## config.mk

```make
export PLATFORM = sky130hd
export DESIGN_NAME = find_all_match_positions
export DESIGN_NICKNAME = d
export VERILOG_FILES = /design/src/design/fam_pkg.sv /design/src/design/fam_ram.sv /design/src/design/fam_ctrl.sv /design/src/design/fam_dp.sv /design/src/design/find_all_match_positions.sv
export SDC_FILE = /design/constraint.sdc
export NUM_CORES = 2
export LEC_CHECK = 0
export ABC_AREA = 0
export BUFFER_PORTS_ARGS = -buffer_cell sky130_fd_sc_hd__buf_2
export CAP_MARGIN = 10
export CORE_UTILIZATION = 40
export CTS_BUF_LIST = sky130_fd_sc_hd__clkbuf_4
export CTS_CLUSTER_DIAMETER = 60
export DETAILED_ROUTE_END_ITERATION = 12
export PLACE_DENSITY = 0.55
export SLEW_MARGIN = 20
export SYNTH_ARGS = -nofsm -noshare
export SYNTH_HDL_FRONTEND = slang
export SYNTH_SLANG_ARGS = --single-unit
```

## constraint.sdc

```tcl
create_clock -name clk_i -period 4.4 [get_ports clk_i]
set_input_delay 0.88 -clock clk_i [delete_from_list [all_inputs] [get_ports clk_i]]
set_output_delay 0.88 -clock clk_i [all_outputs]
set_load 0.02 [all_outputs]
```

## src/design/fam_pkg.sv

```systemverilog
// Shared types and constants of the multi-match key search block.
`default_nettype none

package fam_pkg;

  // Default number of keys the list can hold.
  localparam int unsigned LIST_DEPTH_DEF = 64;

  localparam int unsigned KEY_W      = 31;
  localparam int unsigned FUNC_W     = 2;
  localparam int unsigned POS_W      = 7;
  localparam int unsigned S_TDATA_W  = 32;
  localparam int unsigned M_TDATA_W  = 8;

  // Position reported when no stored key matches the query.
  localparam logic [POS_W-1:0] POS_NONE = 7'h7F;

  typedef enum logic [FUNC_W-1:0] {
    FUNC_CLEAR  = 2'd0,
    FUNC_APPEND = 2'd1,
    FUNC_QUERY  = 2'd2
  } fam_func_e;

  // Commands from the controller to the datapath.
  typedef struct packed {
    logic clear;   // empty the list
    logic append;  // store the incoming key at the end of the list
    logic query;   // latch the query key and rewind the scan
    logic scan;    // a query scan is in progress
    logic finish;  // emit the final result of the run
  } fam_cmd_t;

  // Status from the datapath to the controller.
  typedef struct packed {
    logic drained;   // every stored key has been compared
    logic out_free;  // the output register can take a result this cycle
  } fam_sts_t;

endpackage

`default_nettype wire

```

## src/design/fam_ram.sv

```systemverilog
// Generic single-port-write, single-port-read RAM with a registered read.
`default_nettype none

module fam_ram #(
  parameter int unsigned Width = 8,
  parameter int unsigned Depth = 64,
  localparam int unsigned AddrW = (Depth > 1) ? $clog2(Depth) : 1
) (
  input  wire logic             clk_i,
  input  wire logic             we_i,
  input  wire logic [AddrW-1:0] waddr_i,
  input  wire logic [Width-1:0] wdata_i,
  input  wire logic             re_i,
  input  wire logic [AddrW-1:0] raddr_i,
  output logic      [Width-1:0] rdata_o
);

  logic [Width-1:0] mem_q [Depth];
  logic [Width-1:0] rdata_q;

  always_ff @(posedge clk_i) begin
    if (we_i) begin
      mem_q[waddr_i] <= wdata_i;
    end
    if (re_i) begin
      rdata_q <= mem_q[raddr_i];
    end
  end

  assign rdata_o = rdata_q;

endmodule

`default_nettype wire

```

## src/design/fam_ctrl.sv

```systemverilog
// Controller state machine: accepts items and sequences the query scan.
`default_nettype none

module fam_ctrl (
  input  wire logic                clk_i,
  input  wire logic                rst_ni,
  input  wire logic                in_valid_i,
  output logic                     in_ready_o,
  input  wire fam_pkg::fam_func_e  func_i,
  input  wire fam_pkg::fam_sts_t   sts_i,
  output fam_pkg::fam_cmd_t        cmd_o
);

  import fam_pkg::*;

  typedef enum logic {
    ST_IDLE,
    ST_SCAN
  } state_e;

  state_e state_q;
  state_e state_d;
  logic   accept;

  always_comb begin
    cmd_o      = '0;
    state_d    = state_q;
    in_ready_o = (state_q == ST_IDLE);
    accept     = in_valid_i && in_ready_o;

    if (accept) begin
      unique case (func_i)
        FUNC_CLEAR:  cmd_o.clear  = 1'b1;
        FUNC_APPEND: cmd_o.append = 1'b1;
        FUNC_QUERY: begin
          cmd_o.query = 1'b1;
          state_d     = ST_SCAN;
        end
        default: ;
      endcase
    end

    if (state_q == ST_SCAN) begin
      cmd_o.scan = 1'b1;
      if (sts_i.drained && sts_i.out_free) begin
        cmd_o.finish = 1'b1;
        state_d      = ST_IDLE;
      end
    end
  end

  always_ff @(posedge clk_i or negedge rst_ni) begin
    if (!rst_ni) begin
      state_q <= ST_IDLE;
    end else begin
      state_q <= state_d;
    end
  end

endmodule

`default_nettype wire

```

## src/design/fam_dp.sv

```systemverilog
// Datapath: key memory, entry count, compare stage, pending match and output register.
`default_nettype none

module fam_dp #(
  parameter int unsigned ListDepth = fam_pkg::LIST_DEPTH_DEF
) (
  input  wire logic                       clk_i,
  input  wire logic                       rst_ni,
  input  wire fam_pkg::fam_cmd_t          cmd_i,
  output fam_pkg::fam_sts_t               sts_o,
  input  wire logic [fam_pkg::KEY_W-1:0]  key_i,
  output logic                            out_valid_o,
  input  wire logic                       out_ready_i,
  output logic      [fam_pkg::POS_W-1:0]  out_pos_o,
  output logic                            out_found_o,
  output logic                            out_last_o
);

  import fam_pkg::*;

  localparam int unsigned CntW  = $clog2(ListDepth + 1);
  localparam int unsigned AddrW = (ListDepth > 1) ? $clog2(ListDepth) : 1;

  logic [CntW-1:0]  count_q, count_d;
  logic [CntW-1:0]  rd_idx_q, rd_idx_d;
  logic             cmp_vld_q, cmp_vld_d;
  logic [AddrW-1:0] cmp_idx_q, cmp_idx_d;
  logic             pend_vld_q, pend_vld_d;
  logic [AddrW-1:0] pend_idx_q, pend_idx_d;
  logic [KEY_W-1:0] key_q, key_d;
  logic             out_vld_q, out_vld_d;
  logic [POS_W-1:0] out_pos_q, out_pos_d;
  logic             out_found_q, out_found_d;
  logic             out_last_q, out_last_d;

  logic             list_full;
  logic             rd_more;
  logic             match;
  logic             out_free;
  logic             adv;
  logic             ram_we;
  logic             ram_re;
  logic [KEY_W-1:0] ram_rdata;

  assign list_full = (count_q == CntW'(ListDepth));
  assign rd_more   = (rd_idx_q != count_q);
  assign out_free  = !out_vld_q || out_ready_i;
  // A match only stalls the scan when it must push an older pending match out.
  assign match     = cmp_vld_q && (ram_rdata == key_q);
  assign adv       = cmd_i.scan && (out_free || !(match && pend_vld_q));
  assign ram_we    = cmd_i.append && !list_full;
  assign ram_re    = adv && rd_more;

  fam_ram #(
    .Width (KEY_W),
    .Depth (ListDepth)
  ) u_key_ram (
    .clk_i   (clk_i),
    .we_i    (ram_we),
    .waddr_i (count_q[AddrW-1:0]),
    .wdata_i (key_i),
    .re_i    (ram_re),
    .raddr_i (rd_idx_q[AddrW-1:0]),
    .rdata_o (ram_rdata)
  );

  always_comb begin
    count_d     = count_q;
    rd_idx_d    = rd_idx_q;
    cmp_vld_d   = cmp_vld_q;
    cmp_idx_d   = cmp_idx_q;
    pend_vld_d  = pend_vld_q;
    pend_idx_d  = pend_idx_q;
    key_d       = key_q;
    out_vld_d   = out_vld_q && !out_ready_i;
    out_pos_d   = out_pos_q;
    out_found_d = out_found_q;
    out_last_d  = out_last_q;

    if (cmd_i.clear) begin
      count_d = '0;
    end
    if (ram_we) begin
      count_d = count_q + CntW'(1);
    end

    if (cmd_i.query) begin
      key_d      = key_i;
      rd_idx_d   = '0;
      cmp_vld_d  = 1'b0;
      pend_vld_d = 1'b0;
    end

    if (adv) begin
      cmp_vld_d = rd_more;
      if (rd_more) begin
        cmp_idx_d = rd_idx_q[AddrW-1:0];
        rd_idx_d  = rd_idx_q + CntW'(1);
      end
      if (match) begin
        // The older match is known not to be last, so it leaves now.
        if (pend_vld_q) begin
          out_vld_d   = 1'b1;
          out_pos_d   = POS_W'(pend_idx_q);
          out_found_d = 1'b1;
          out_last_d  = 1'b0;
        end
        pend_vld_d = 1'b1;
        pend_idx_d = cmp_idx_q;
      end
    end

    if (cmd_i.finish) begin
      out_vld_d  = 1'b1;
      out_last_d = 1'b1;
      pend_vld_d = 1'b0;
      if (pend_vld_q) begin
        out_pos_d   = POS_W'(pend_idx_q);
        out_found_d = 1'b1;
      end else begin
        out_pos_d   = POS_NONE;
        out_found_d = 1'b0;
      end
    end
  end

  always_ff @(posedge clk_i or negedge rst_ni) begin
    if (!rst_ni) begin
      count_q    <= '0;
      rd_idx_q   <= '0;
      cmp_vld_q  <= 1'b0;
      pend_vld_q <= 1'b0;
      out_vld_q  <= 1'b0;
    end else begin
      count_q    <= count_d;
      rd_idx_q   <= rd_idx_d;
      cmp_vld_q  <= cmp_vld_d;
      pend_vld_q <= pend_vld_d;
      out_vld_q  <= out_vld_d;
    end
  end

  always_ff @(posedge clk_i) begin
    cmp_idx_q   <= cmp_idx_d;
    pend_idx_q  <= pend_idx_d;
    key_q       <= key_d;
    out_pos_q   <= out_pos_d;
    out_found_q <= out_found_d;
    out_last_q  <= out_last_d;
  end

  assign sts_o.drained  = !rd_more && !cmp_vld_q;
  assign sts_o.out_free = out_free;

  assign out_valid_o = out_vld_q;
  assign out_pos_o   = out_pos_q;
  assign out_found_o = out_found_q;
  assign out_last_o  = out_last_q;

endmodule

`default_nettype wire

```

## src/design/find_all_match_positions.sv

```systemverilog
// Top level of the multi-match key search: stream ports, controller and datapath.
`default_nettype none

// The block keeps a list of up to LIST_DEPTH keys of 31 bits in a single memory.
// Each input transfer carries an operation in tuser and a key in tdata: a clear empties
// the list, an append stores the key at the end of the list (ignored when the list is
// full), and a query reports, in ascending order, every 0-based list position whose key
// equals the query key. A query with no match, including one on an empty list, gives a
// single result with position -1 and found low. The last result of each query has tlast
// set. Clear, append and the unused operation code give no result and do not hold off
// the input, so they can follow each other with no gap. A query holds off the input
// until its scan has compared every stored key and its final result is taken into the
// output register, and longer while the output side stalls. The key memory has one
// read port with a registered read and the datapath compares one stored key per cycle
// unless the scan stalls, so each key is read, then compared, and last comes the
// final result. A one-entry output register and a one-entry pending-match register stand
// between the scan and the output, so a result may wait there while the block already
// takes the next transfer once the scan is over.

module find_all_match_positions #(
  parameter int unsigned LIST_DEPTH = fam_pkg::LIST_DEPTH_DEF
) (
  input  wire logic                            clk_i,
  input  wire logic                            rst_ni,

  input  wire logic                            s_axis_tvalid,
  output logic                                 s_axis_tready,
  // Bits from the lowest up: key [30:0], zero padding [31].
  input  wire logic [fam_pkg::S_TDATA_W-1:0]   s_axis_tdata,
  // Bits from the lowest up: func [1:0].
  input  wire logic [fam_pkg::FUNC_W-1:0]      s_axis_tuser,

  output logic                                 m_axis_tvalid,
  input  wire logic                            m_axis_tready,
  // Bits from the lowest up: position [6:0] (two's complement), zero padding [7].
  output logic      [fam_pkg::M_TDATA_W-1:0]   m_axis_tdata,
  // Bits from the lowest up: found [0].
  output logic      [0:0]                      m_axis_tuser,
  // High on the last result of a query.
  output logic                                 m_axis_tlast
);

  import fam_pkg::*;

  fam_cmd_t         cmd;
  fam_sts_t         sts;
  logic [POS_W-1:0] out_pos;

  // The controller decodes the operation and runs the query scan sequence.
  fam_ctrl u_ctrl (
    .clk_i      (clk_i),
    .rst_ni     (rst_ni),
    .in_valid_i (s_axis_tvalid),
    .in_ready_o (s_axis_tready),
    .func_i     (fam_func_e'(s_axis_tuser)),
    .sts_i      (sts),
    .cmd_o      (cmd)
  );

  // The datapath holds the key memory, the entry count and the result registers.
  fam_dp #(
    .ListDepth (LIST_DEPTH)
  ) u_dp (
    .clk_i       (clk_i),
    .rst_ni      (rst_ni),
    .cmd_i       (cmd),
    .sts_o       (sts),
    .key_i       (s_axis_tdata[KEY_W-1:0]),
    .out_valid_o (m_axis_tvalid),
    .out_ready_i (m_axis_tready),
    .out_pos_o   (out_pos),
    .out_found_o (m_axis_tuser[0]),
    .out_last_o  (m_axis_tlast)
  );

  // The position sits in the low bits of tdata and the byte is filled up with zeros.
  assign m_axis_tdata = {{(M_TDATA_W - POS_W){1'b0}}, out_pos};

endmodule

`default_nettype wire

```

---- Yosys cells after proc, flatten, opt, wreduce, memory -nomap -nowiden ----
Memories as Yosys holds them, arrays and structs flattened. A register that Yosys moved wholly into a read port is not among the register bits.
Index checks and enable logic that the tools add are counted.
operators by class
  reductions and logical operators ........ 27
  multiplexer cells ....................... 37
  equal/unequal tests ..................... 5
  bitwise logic cells ..................... 1
  add/subtract/negate cells ............... 2
operators with widths
  operator               number
  $mux W7                10
  $eq A31 B31 Y1         1
  $mux W1                25
  $add A7 B1 Y7 const B  2
  $reduce_bool A2 Y1     5
  $logic_and A1 B1 Y1    9
  $eq A7 B7 Y1 const B   1
  $ne A7 B7 Y1           1
  $logic_not A1 Y1       6
  $reduce_and A3 Y1      2
  $reduce_and A2 Y1      2
  $mux W3                1
  $eq A2 B1 Y1 const B   1
  $eq A2 B2 Y1 const B   1
  $logic_not A2 Y1       1
  $logic_or A1 B1 Y1     2
  $mux W2                1
  $not A1 Y1             1
storage, ports and cells
  output and inout port bits .............. 12
  memories kept ........................... 1
  bits of input ports ..................... 38
  logic and storage cells ................. 85
  register bits after elaboration ......... 70
  memory bits (writable) .................. 1984
memories
  name                  words  width  rd ports  clocked after Yosys merged registers in  wr ports  line           source
  u_dp.u_key_ram.mem_q  64     31     1         1                                        1         fam_ram.sv:18  logic [Width-1:0] mem_q [Depth];

---- Depth between registers and ports, before layout ----
  depth after elaboration ................. 9
  mapped depth ............................ 10
  gate-level depth less buffers ........... 8

---- Cells and area by module ----
A second synthesis with hierarchy kept.
second synthesis, totals
  cell total of the unflattened synthesis .. 3645
  area, all modules ....................... 79707.7 µm²
by module, submodules not included
  module                    sequential area each (µm²)  instances  area an instance (µm²)  cells an instance
  fam_ram                   60508.0                     1          76616.0                 3418
  fam_dp                    1976.9                      1          2991.6                  216
  fam_ctrl                  25.0                        1          88.8                    9
  find_all_match_positions  0.0                         1          11.3                    2

---- Worst setup path before layout ----
Ideal clock, no wire load.
  kind .................................... input port to flip-flop
  start ................................... input s_axis_tuser[1] (netlist bit)
  end ..................................... memory u_dp.u_key_ram.mem_q[27][0] (netlist bit) (enable)
  path buffers ............................ 1
  stages on the path ...................... 5
  required time ........................... 3.981 ns
  setup time .............................. 0.419 ns
  arrival time ............................ 3.299 ns
  slack ................................... 0.681 ns
  path through ............................ nor3b_1 nand3_1 or4_1 buf_2 nor2_1
on the way
  longest elaborated chain between the ends .. 6
RTL lines
  what                           line                            source
  from (decl)                    find_all_match_positions.sv:31  input wire logic [fam_pkg::FUNC_W-1:0] s_axis_tuser,
  $eq A2 B1 Y1                   fam_ctrl.sv:32                  unique case (func_i)
  $mux W1                        fam_ctrl.sv:32
  $mux W3                        fam_ctrl.sv:31                  if (accept) begin
  $logic_and A1 B1 Y1            fam_dp.sv:51                    assign ram_we = cmd_i.append && !list_full;
  $mux W1                        fam_ram.sv:22                   if (we_i) begin
  $mux W1 (not written as such)  fam_ram.sv:23                   mem_q[waddr_i] <= wdata_i;
  to (decl)                      fam_ram.sv:18
Every way passes these cells.

---- Final worst setup path ----
  start ................................... register u_dp.rd_idx_q[0]
  end ..................................... register u_dp.u_key_ram.rdata_q[30] (netlist: u_dp.u_key_ram.rdata_o[30]) (read register of u_dp.u_key_ram.mem_q), data pin
on the way
  longest elaborated chain between the ends .. 2
RTL lines
  what                    line           source
  from (decl)             fam_dp.sv:25   logic [CntW-1:0] rd_idx_q, rd_idx_d;
  from (signal assigned)  fam_dp.sv:136  rd_idx_q <= rd_idx_d;
  $ne A7 B7 Y1            fam_dp.sv:46   assign rd_more = (rd_idx_q != count_q);
  $logic_and A1 B1 Y1     fam_dp.sv:52   assign ram_re = adv && rd_more;
  to (decl)               fam_ram.sv:19  logic [Width-1:0] rdata_q;
Several ways; a longest one is shown, not always the timed one.
A chain may end at the register's enable or synchronous reset.

==> flow_summary.json <==
{
  "slew_viol_final": 0,
  "ys_seq_area_share_pct": 78.5,
  "cts_resized": 0,
  "grt_max_degree": 66,
  "clk_pin_slew_ns": 0.06,
  "crit_arrival_ns": 4.51,
  "grt_pass1_vias": 39200,
  "htreeDepth": 6,
  "hold_slack_ns": 0.127,
  "io_buffers": 47,
  "seq_power_share_pct": 44.2,
  "synthesis.nets": 3267,
  "grt_pass1_wl_um": 269000,
  "ys.flop_type": "edfxtp_1",
  "relSlewSlack_pct": 30.3,
  "antenna_found_initial": 12,
  "cts_made_buffers": 552,
  "async_flop_share_pct": 0.863,
  "synth_area_leader_cell": "edfxtp_1",
  "status": "finished, final reports clean",
  "critPathCaptureType": "register",
  "clkSinkCount": 2085,
  "grt_overflow_total": 0,
  "slowest_stage": "dfrtp_4",
  "io_pins": 50,
  "syn_avg_cell_area_um2": 24.7,
  "intPower_w": 0.0371,
  "cap_violations": 0,
  "path_cells": "buf_12 > buf_12 > mux4_2 > mux4_2 > mux2i_1 > mux2i_1",
  "nNetsFinal": 3880,
  "design.die.area_um2": 201000,
  "p_sw_w": 0.0144,
  "hold_class": "in2reg",
  "die_x_um": 448,
  "gr-usage-all-layers_pct": 18.9,
  "cts_root_buf": "clkbuf_4",
  "synth-seq-cells": 2085,
  "initial_core_util_pct": 40.3,
  "cts_buffer_depth": 4,
  "critical_path.max_stage_delay_ns": 0.82,
  "hold_path_startpoint": "s_axis_tdata[24]",
  "wl_um": 187000,
  "syn_to_final_growth_pct": 15.0,
  "postCtsSetupBuffers": 0,
  "crit_start": "u_dp.rd_idx_q[0]",
  "finalSetupTns_ns": 0,
  "drc": 0,
  "n_fill_cell": 16500,
  "critPathRequiredTime_ns": 5.42,
  "gp_congestion": 0.777,
  "setup_viol": 0,
  "hpwlAfterDp_um": 102000,
  "vias": 36700,
  "final_area_um2": 91600,
  "critical_path_class": "reg2reg",
  "sw_frac_of_total_pct": 27.9,
  "viasPerCell": 5.40,
  "fp-row-count": 163,
  "yosysUniqueCellTypes": 48,
  "critPathLaunchType": "register",
  "post_route_cells_drive_above_1_share_pct": 41.7,
  "fin_skew_ns": 0.0828,
  "clock.fmax_mhz": 287,
  "critPathBufInv": 2,
  "synth_edf_count": 2066,
  "dieHeight_um": 448,
  "netlist_area_um2": 79700,
  "worst_pin_slew_ns": 1.04,
  "rr_startpoint": "u_dp.rd_idx_q[0]",
  "dpl-instance-area_um2": 85100,
  "wl_per_cell_um": 27.6,
  "yosys-top-cells-count": "2066 x edfxtp_1, 620 x mux4_2, 94 x mux2i_1",
  "yosysTopAreaCellShare_pct": 77.9,
  "ir_drop_mv": 0.369,
  "cts_tree": "built",
  "dr.pass1.iters": 5,
  "path_delay_family": "multiplexers",
  "hold_viol": 0,
  "power.leakage_nw": 28.5,
  "synth_area_leaders": "edfxtp_1 78%, mux4_2 18%, mux2i_1 1.2%",
  "p_clk_share_pct": 30.6,
  "ys_warn_count": 0,
  "p_comb_share_pct": 25.2,
  "cp_max_fo": 26,
  "p_per_area_nw_per_um2": 562,
  "postSynthCellCount": 3226,
  "fin_crit_sh_pct": 79.3,
  "clk_latency_ns": 1.33,
  "drtIter0Drc": 2936,
  "core-area_um2": 198000,
  "period_needed_ns": 3.49,
  "rsz0062_at_grt": "no",
  "synth.most_common_cell": "edfxtp_1",
  "drtAntennaViolNets": 0
}
-- worst register-to-register path: stages, from the launching register on --
cell and delay [ns]:
dfrtp_4 0.82, buf_12 0.34, buf_12 0.31, mux4_2 0.60, mux4_2 0.51, mux2i_1 0.50, mux2i_1 0.15
-- path summary, 6_finish.rpt --
| check | to | slack, ns | cells past startpoint |
|---|---|---|---|
| worst max-delay path | u_dp.u_key_ram.rdata_o[30] | 0.91 | 6 |
| worst min-delay path | u_dp.u_key_ram.mem_q[26][24] | 0.13 | 1 |
| worst max register to register | u_dp.u_key_ram.rdata_o[30] | 0.91 | 6 |
| worst min register to register | u_dp.pend_idx_q[2] | 0.42 | 0 |
| min in group asynchronous | u_dp.rd_idx_q[2] | 0.72 | 3 |
| max in group asynchronous | u_dp.rd_idx_q[0] | 3.02 | 3 |
-- routing by layer --
layer	track usage (%)	wire (um)	part of all wire (%)
met4	5.89	3810	2.0
met2	30.8	93700	50
met5	0	0	0
met1	25.0	78600	42
met3	4.62	11300	6.0
-- cells by family (layout without fill, tap and decap cells) --
group / after synthesis / count (layout) / share of synthesized area (%)
flip-flops: 2085 / 2085 / 78.5
multiplexers: 714 / 714 / 18.7
buffers and inverters: 178 / 1096 / 1.02
AND/OR/NAND/NOR: 170 / 170 / 1.04
XOR/XNOR: 38 / 38 / 0.418
AO/OA/AOI/OAI: 37 / 37 / 0.311
adder cells (fa/ha/maj): 3 / 3 / 0.0471
other: 1 / 21 / 0.00471
-- stage by stage --
step / total power [W] / worst slack [ns] / std cells / util, %
after floorplan: 0.0320 / 0.681 / 3226 / -
after global placement: 0.0364 / 0.767 / 5913 / 43.1
after detailed placement: 0.0364 / 0.673 / 5913 / 43.1
after CTS: 0.0523 / 0.890 / 6784 / 46.3
after global routing: 0.0539 / 0.705 / 6799 / 46.3
final: 0.0515 / 0.912 / 6804 / 46.4
-- layout by cell type, fill, tap and decap left out, types with 8 or more instances in the layout --
| cell type | n |
|---|---|
| xnor2_1 | 33 |
| buf_2 | 38 |
| inv_2 | 15 |
| dfrtp_1 | 12 |
| dlygate4sd3_1 | 12 |
| nand2_1 | 20 |
| nor2_4 | 64 |
| mux4_2 | 620 |
| clkbuf_4 | 783 |
| nand4_1 | 18 |
| o21ai_0 | 13 |
| edfxtp_1 | 2066 |
| nand2b_1 | 8 |
| diode_2 | 20 |
| inv_1 | 9 |
| mux2i_1 | 94 |
| buf_12 | 75 |
| nor2_1 | 10 |
| nand3_1 | 11 |
| buf_4 | 101 |
| clkinv_1 | 53 |
| or2_2 | 10 |
-- layout make-up --
type	instances	area (um^2)	share of cell area, %
timing repair buffer	226	2570	2.81
tap	2640	3300	3.61
sequential	2085	62500	68.3
clock inverter	76	405	0.443
clock buffer	783	5880	6.42
antenna	20	50.0	0.0546
multi-input combinational	963	16800	18.4
inverter	11	41.3	0.0451
-- flip-flops by register name, summed over array words and instances, names as in the netlist --
signal and flops:
u_dp.u_key_ram.rdata_o 31, u_dp.out_pos_o 7, u_dp.out_valid_o 1, u_dp.pend_idx_q 6
u_ctrl.state_q 1, u_dp.rd_idx_q 7, u_dp.out_last_o 1, u_dp.cmp_idx_q 6
u_dp.pend_vld_q 1, u_dp.key_q 31, u_dp.u_key_ram.mem_q 1984, u_dp.count_q 7
u_dp.cmp_vld_q 1, u_dp.out_found_o 1
-- what timing repair did --
item                                   4_1_cts  5_1_grt
setup endpoints to repair                    0        0
endpoints found under the hold margin       76        0
hold buffers                                12        0
-- power groups by stage --
stage	Sequential, W	Combinational (W)	Clock [W]
after floorplan	0.0229	0.00911	0
after global placement	0.0232	0.0132	0
after detailed placement	0.0232	0.0132	0
after CTS	0.0228	0.0133	0.0163
after global routing	0.0228	0.0138	0.0173
final	0.0228	0.0130	0.0157
Power figures use the tool's default switching activity.
